`src/design/lcal_pkg.sv`:
```
// Shared constants, codes and control types of the lowest-common-ancestor engine.
package lcal_pkg;

  localparam int NODE_W     = 10;
  localparam int NODES      = 1 << NODE_W;
  localparam int LEVELS     = 10;
  localparam int LVL_W      = $clog2(LEVELS);
  localparam int DEP_W      = 10;
  localparam int CNT_W      = 10;
  localparam int ACT_W      = 2;
  localparam int ANC_DEPTH  = LEVELS * NODES;
  localparam int ANC_AW     = LVL_W + NODE_W;
  localparam int IN_DATA_W  = 32;
  localparam int OUT_DATA_W = 16;

  localparam logic [ACT_W-1:0] ACT_LOAD  = ACT_W'(0);
  localparam logic [ACT_W-1:0] ACT_BUILD = ACT_W'(1);
  localparam logic [ACT_W-1:0] ACT_QUERY = ACT_W'(2);

  typedef enum logic [3:0] {
    OP_NONE,
    OP_ACCEPT,
    OP_LOAD,
    OP_READ,
    OP_SWAP,
    OP_LIFT,
    OP_JOIN0,
    OP_JOIN,
    OP_PAR,
    OP_RESULT,
    OP_B_INIT,
    OP_B_RUN,
    OP_B_NEXT
  } dp_op_e;

  typedef struct packed {
    logic k_zero;
    logic k_last;
    logic ab_eq;
    logic drained;
  } dp_sts_t;

endpackage

```
`src/design/lcal_ctrl.sv`:
```
// Controller: sequences load, build and query requests and owns the result valid flag.
module lcal_ctrl (
  input  logic                       clk_i,
  input  logic                       rst_ni,
  input  logic                       s_valid_i,
  output logic                       s_ready_o,
  input  logic [lcal_pkg::ACT_W-1:0] action_i,
  output logic                       m_valid_o,
  input  logic                       m_ready_i,
  input  lcal_pkg::dp_sts_t          sts_i,
  output lcal_pkg::dp_op_e           op_o
);

  typedef enum logic [3:0] {
    S_IDLE,
    S_LOAD,
    S_QDEP,
    S_QSWAP,
    S_QLIFT0,
    S_QLIFT,
    S_QJOIN0,
    S_QJOIN,
    S_QPAR,
    S_QOUT,
    S_BINIT,
    S_BRUN
  } state_e;

  state_e state_q, state_d;
  logic   m_valid_q, m_valid_d;

  assign s_ready_o = (state_q == S_IDLE);
  assign m_valid_o = m_valid_q;

  always_comb begin
    state_d   = state_q;
    op_o      = lcal_pkg::OP_NONE;
    m_valid_d = m_valid_q && !m_ready_i;
    case (state_q)
      S_IDLE: begin
        if (s_valid_i) begin
          op_o = lcal_pkg::OP_ACCEPT;
          case (action_i)
            lcal_pkg::ACT_LOAD:  state_d = S_LOAD;
            lcal_pkg::ACT_BUILD: state_d = S_BINIT;
            lcal_pkg::ACT_QUERY: state_d = S_QDEP;
            default:             state_d = S_IDLE;
          endcase
        end
      end
      S_LOAD: begin
        op_o    = lcal_pkg::OP_LOAD;
        state_d = S_IDLE;
      end
      S_QDEP: begin
        op_o    = lcal_pkg::OP_READ;
        state_d = S_QSWAP;
      end
      S_QSWAP: begin
        op_o    = lcal_pkg::OP_SWAP;
        state_d = S_QLIFT0;
      end
      S_QLIFT0: begin
        op_o    = lcal_pkg::OP_READ;
        state_d = S_QLIFT;
      end
      S_QLIFT: begin
        op_o = lcal_pkg::OP_LIFT;
        if (sts_i.k_zero) begin
          state_d = S_QJOIN0;
        end
      end
      S_QJOIN0: begin
        if (sts_i.ab_eq) begin
          state_d = S_QOUT;
        end else begin
          op_o    = lcal_pkg::OP_JOIN0;
          state_d = S_QJOIN;
        end
      end
      S_QJOIN: begin
        op_o = lcal_pkg::OP_JOIN;
        if (sts_i.k_zero) begin
          state_d = S_QPAR;
        end
      end
      S_QPAR: begin
        op_o    = lcal_pkg::OP_PAR;
        state_d = S_QOUT;
      end
      S_QOUT: begin
        // hold until the result register is free or being drained
        if (!m_valid_q || m_ready_i) begin
          op_o      = lcal_pkg::OP_RESULT;
          m_valid_d = 1'b1;
          state_d   = S_IDLE;
        end
      end
      S_BINIT: begin
        op_o    = lcal_pkg::OP_B_INIT;
        state_d = S_BRUN;
      end
      S_BRUN: begin
        if (!sts_i.drained) begin
          op_o = lcal_pkg::OP_B_RUN;
        end else if (sts_i.k_last) begin
          state_d = S_IDLE;
        end else begin
          op_o = lcal_pkg::OP_B_NEXT;
        end
      end
      default: begin
        state_d = S_IDLE;
      end
    endcase
  end

  always_ff @(posedge clk_i or negedge rst_ni) begin
    if (!rst_ni) begin
      state_q   <= S_IDLE;
      m_valid_q <= 1'b0;
    end else begin
      state_q   <= state_d;
      m_valid_q <= m_valid_d;
    end
  end

endmodule

```
`config.mk`:
```
export PLATFORM = sky130hd
export DESIGN_NAME = lcal_ctrl
export DESIGN_NICKNAME = d
export VERILOG_FILES = /design/src/design/lcal_pkg.sv /design/src/design/lcal_ctrl.sv
export SDC_FILE = /design/constraint.sdc
export NUM_CORES = 1
export LEC_CHECK = 0
export ABC_AREA = 1
export BUFFER_PORTS_ARGS = -buffer_cell sky130_fd_sc_hd__clkbuf_2
export CAP_MARGIN = 20
export CORE_AREA = 2 2 39 41
export CTS_CLUSTER_DIAMETER = 100
export DETAILED_ROUTE_END_ITERATION = 16
export DIE_AREA = 0 0 41 43
export HOLD_SLACK_MARGIN = 0.15
export PLACE_DENSITY = 0.73
export SETUP_SLACK_MARGIN = 0.15
export SYNTH_ARGS = -nofsm -noshare
export SYNTH_HDL_FRONTEND = slang
export SYNTH_SLANG_ARGS = --single-unit
```
`constraint.sdc`:
```
create_clock -name clk_i -period 1.5 [get_ports clk_i]
set_input_delay 0.15 -clock clk_i [delete_from_list [all_inputs] [get_ports clk_i]]
set_output_delay 0.15 -clock clk_i [all_outputs]
set_load 0.01 [all_outputs]
```
Word-level counts from Yosys, hierarchy flattened
Index checks and enable logic that the tools add are counted.
{ "totals": {"out_inout_bits": 6, "ff_bits": 5, "word_cells": 46, "input_bits": 10} }
{ "op_classes": {"n_mux": 17, "eq_ne": 19, "n_reduce_logical": 8} }
{ "ops": {"columns": ["cell", "count"], "rows": [
  ["$pmux W4 S11", 2],
  ["$mux W4", 10],
  ["$eq A4 B3 Y1 const B", 4],
  ["$eq A4 B4 Y1 const B", 4],
  ["$ne A2 B2 Y1 const B", 6],
  ["$pmux W4 S3", 1],
  ["$eq A4 B2 Y1 const B", 2],
  ["$reduce_and A6 Y1", 1],
  ["$eq A4 B1 Y1 const B", 1],
  ["$logic_not A4 Y1", 1],
  ["$mux W1", 3],
  ["$mux W3", 1],
  ["$eq A2 B1 Y1 const B", 1],
  ["$eq A2 B2 Y1 const B", 1],
  ["$logic_not A1 Y1", 2],
  ["$logic_not A2 Y1", 1],
  ["$reduce_or A2 Y1", 1],
  ["$logic_and A1 B1 Y1", 1],
  ["$logic_or A1 B1 Y1", 1]
]} }

Depth between registers and ports, before layout
{ "logic_depth": {"ltp_word": 4, "mapped_depth": 8, "ltp_nobuf": 8} }

Worst setup path after synthesis
Ideal clock, no wire load.
{ "synth_timing": {"path_type": "reg2out", "from": "register state_q[2]", "to": "output port op_o[0]", "path_stages_with_launch": 8, "arrival_time_ns": 1.145, "n_path_buf": 0, "path_slack_ns": 0.205, "t_required_ns": 1.350, "cell_sequence": "dfrtp_1 > nor2_1 > nand2_1 > inv_1 > nand2_1 > nand2_1 > nor2_1 > nand3_1"} }
{ "synth_via": {"word_cells_on_any_way": 14, "cone_classes": "eq/ne (11); mux (1); reduce/logical (2)"} }
{ "synth_rtl": {"columns": ["item", "line_no", "text"], "rows": [
  ["from (decl)", "lcal_ctrl.sv:29", "state_e state_q, state_d;"],
  ["from (signal assigned)", "lcal_ctrl.sv:123", "state_q <= state_d;"],
  ["$logic_not A4 Y1", null, null],
  ["named net s_ready_o", "lcal_ctrl.sv:6", "output logic s_ready_o,"],
  ["$pmux W4 S11", "lcal_ctrl.sv:39", "case (state_q)"],
  ["to (decl)", "lcal_ctrl.sv:11", "output lcal_pkg::dp_op_e op_o"]
]} }
The timed path passes the listed nets, and every way through them passes these cells.

Worst setup path in the final report
{ "layout_timing": {"from": "register state_q[0]", "to": "output port op_o[0]"} }
{ "layout_via": {"elab_chain_cells": 3, "word_cells_on_any_way": 14, "cone_classes": "eq/ne (11); mux (1); reduce/logical (2)"} }
{ "layout_rtl": {"columns": ["item", "line_no"], "rows": [
  ["$eq A4 B3 Y1 or $eq A4 B2 Y1 (tied branches)", "lcal_ctrl.sv:39"],
  ["$reduce_or A2 Y1 (no line)", null],
  ["$pmux W4 S11 (*)", "lcal_ctrl.sv:39"]
]} }
Mark *: on every way between the ends. The rest lies on a longest branch, timed or not.

==> impl_metrics.yaml <==
logic_synthesis:
  netlist_top_cells_area: "nand2_1, dfrtp_1, nand3_1"
  synth.yosys.warnings: 0
  postSynth.asyncResetShare_pct: 100
  dominant_synthesized_flop_cell: "dfrtp_1"
  synth_nets: 112
  synth_area_per_cell_um2: 5.62
  count_of_state_elements_after_synthesis: 5
  netlist.area_leader.share_pct: 25.4
  synth_area_leader_cell: "nand2_1"
  netlist_area_um2: 562
  synth.yosys.seq_area_share_pct: 22.3
  synthCells: 100
  ys_top_cells_by_count: "nand2_1, nand3_1, inv_1, nor2_1, dfrtp_1"
  post_synth_num_cell_types: 15
  synth_edf_count: 0
  yosys.cell_count.top_type: "nand2_1"
cts:
  clk_pin_slew_worst_paths_ps: 50
  clk-insertion-delay-late_ps: 240
  cts_buffer_depth: 2
  htree_levels: 1
  clockRootBuffer: "clkbuf_4"
  clkSinkCount: 5
  cts_tree: "yes"
  cts_made_buffers: 3
timing:
  final_min_period_over_clock_period_pct: 106
  worst_slack_ps: -90.2
  timing.final.setup_violations: 2
  tightestPinTransition_ps: 209
  fin_crit_ps: 1590
  timing_hold_violations_final: 0
  timing.clock.skew_ps: 5.10
  maximum_clock_frequency_mhz: 629
  timing.slew.headroom_pct: 86.0
  maxSlewViolCount: 0
  rsz0062_at_grt: "true"
route:
  drt-total-wl_um: 1420
  drc_errors: 0
  detailedRoute.firstPassIterationCount: 4
  drtAntennaViolNets: 0
  per_cell_routed_wire_length_um: 10.2
  detail_route.vias_per_cell: 4.99
  routed-via-count: 693
  drt-initial-drc-count: 31
floorplanning:
  core-area_um2: 1380
  die_x_um: 41
  die_height_um: 43
  die_area_um2: 1760
  boundaryPins: 16
  placement_rows: 14
  initial_core_util_pct: 40.6
outcome:
  outcome: "finished, violations left"
  failed_checks: "setup timing"
power_and_ir_drop:
  power_density_nw_per_um2: 2070
  power_leakage_nw: 0.456
  total_power_mw: 1.58
  ir_drop_mv: 0.884
finish:
  layoutNonFillerInstCount: 139
  num_antenna_cells: 0
  finish.net_count: 136
  areaGrowthSynthToFinish_pct: 35.4
  n_fill_cell: 151
  ratio_of_cells_with_drive_above_1_in_the_final_layout_pct: 35.8
setup_path:
  worst_setup_path_start_kind: "flip-flop"
  worstSetupPathType: "flip-flop to primary output"
  cp.arrival_ps: 1440
  timing.critical_path.required_ps: 1350
  critical_path.max_fanout: 6
  worstSetupEndpointType: "primary output"
run:
  maxCapViolCount: 0
global_routing:
  grt_use_total_pct: 17.5
  globalRoute.totalOverflow: 0
  grt_pass1_vias: 575
  grt_first_pass_wirelength_um: 2200
  largest_net_degree_at_the_start_of_global_routing: 8
  antenna_found_initial: 0
hold_path:
  hold_path.class: "input pin to flip-flop"
placed_design:
  post-place-cells: 132
  numPortBuffers: 15
  detailedPlacementHpwl_um: 1100
  gp_congestion: 0.926
[timing repair]
action,CTS,global route
gates resized for setup,6,12
pin swaps,0,5
hold buffers,1,0
hold endpoints to repair,5,0
buffers inserted,1,1
cloned,0,0
endpoints found under the setup margin,5,9
[critical path: stages, from the launching register on]
cell and delay, ps:
dfrtp_2 480, nand2_1 130, nor2_1 170, nand2_1 100, nand2_1 80, nor2_1 40
nand3_1 50, clkbuf_2 130
[per-stage QoR]
step                util (%)  TNS, ps  worst slack, ps  hold WS (ps)  cell area [um2]
floorplan                  -        0              205          -146              562
global placement        48.0        0              123         -29.4              664
detailed placement      48.0        0              137         -32.2              664
CTS                     52.1    -96.5            -48.5           219              721
global route            55.0     -449             -179           256              761
finish                  55.0     -163            -90.2           220              761
[cells by family after synthesis]
| group | Yosys count | share of synthesized area [%] |
|---|---|---|
| AOI/OAI and AO/OA | 3 | 3.56 |
| buffers and inverters | 17 | 11.4 |
| adders and majority gates | 2 | 4.45 |
| and+or+nand+nor | 73 | 58.4 |
| DFF | 5 | 22.3 |
[final timing paths]
path,from,to,slack [ps],cells past startpoint
worst max-delay path,state_q[0],op_o[0],-90,7
worst min-delay path,m_ready_i,m_valid_o,220,4
worst max register to register,state_q[0],state_q[3],230,7
worst min register to register,state_q[1],m_valid_o,610,1
max in group asynchronous,rst_ni,state_q[1],1100,2
min in group asynchronous,rst_ni,state_q[0],250,2
[registers in the layout, indices dropped and copies added (netlist names)]
register and count:
state_q 4, m_valid_o 1
[cell type report]
cell class / instances / area, um2 / share of cell area (%)
Timing Repair Buffer: 19 / 108 / 14.1
Clock buffer: 4 / 26.3 / 3.45
Tap cell: 16 / 20.0 / 2.63
Sequential cell: 5 / 130 / 17.1
Inverter: 17 / 66.3 / 8.72
Multi-Input combinational cell: 78 / 410 / 53.9
[layer usage]
layer / global-route usage (%) / share of wire, % / wire length, um / vias up
met5: 0 / 0 / 0 / -
met4: 4.67 / 3.2 / 46 / 0
met3: 1.57 / 5.2 / 74 / 6
met2: 27.8 / 49 / 696 / 27
met1: 24.4 / 42 / 599 / 304
li1: - / - / - / 356
[where the power goes]
group,internal (mW),switching [mW]
clock network,0.101,0.0587
logic,0.429,0.657
registers,0.205,0.128
[layout by cell type (no fill, tap or decap)]
cell type      instances
dfrtp_2                4
nor2_4                 4
nor2_1                 9
nand2_4                1
inv_2                  4
nor2_2                 5
nand2_2                2
buf_2                  1
inv_1                 12
ha_1                   2
nand3b_1               1
dlygate4sd3_1          1
inv_4                  1
a21oi_1                1
dfrtp_1                1
clkbuf_4               3
a22oi_1                1
nand4_1                1
buf_4                  3
clkbuf_2              14
o31ai_1                1
nand3_2                1
nand3_1               13
nand2_1               35
clkbuf_1               1
nand3b_2               1
(Power assumes the default switching activity.)
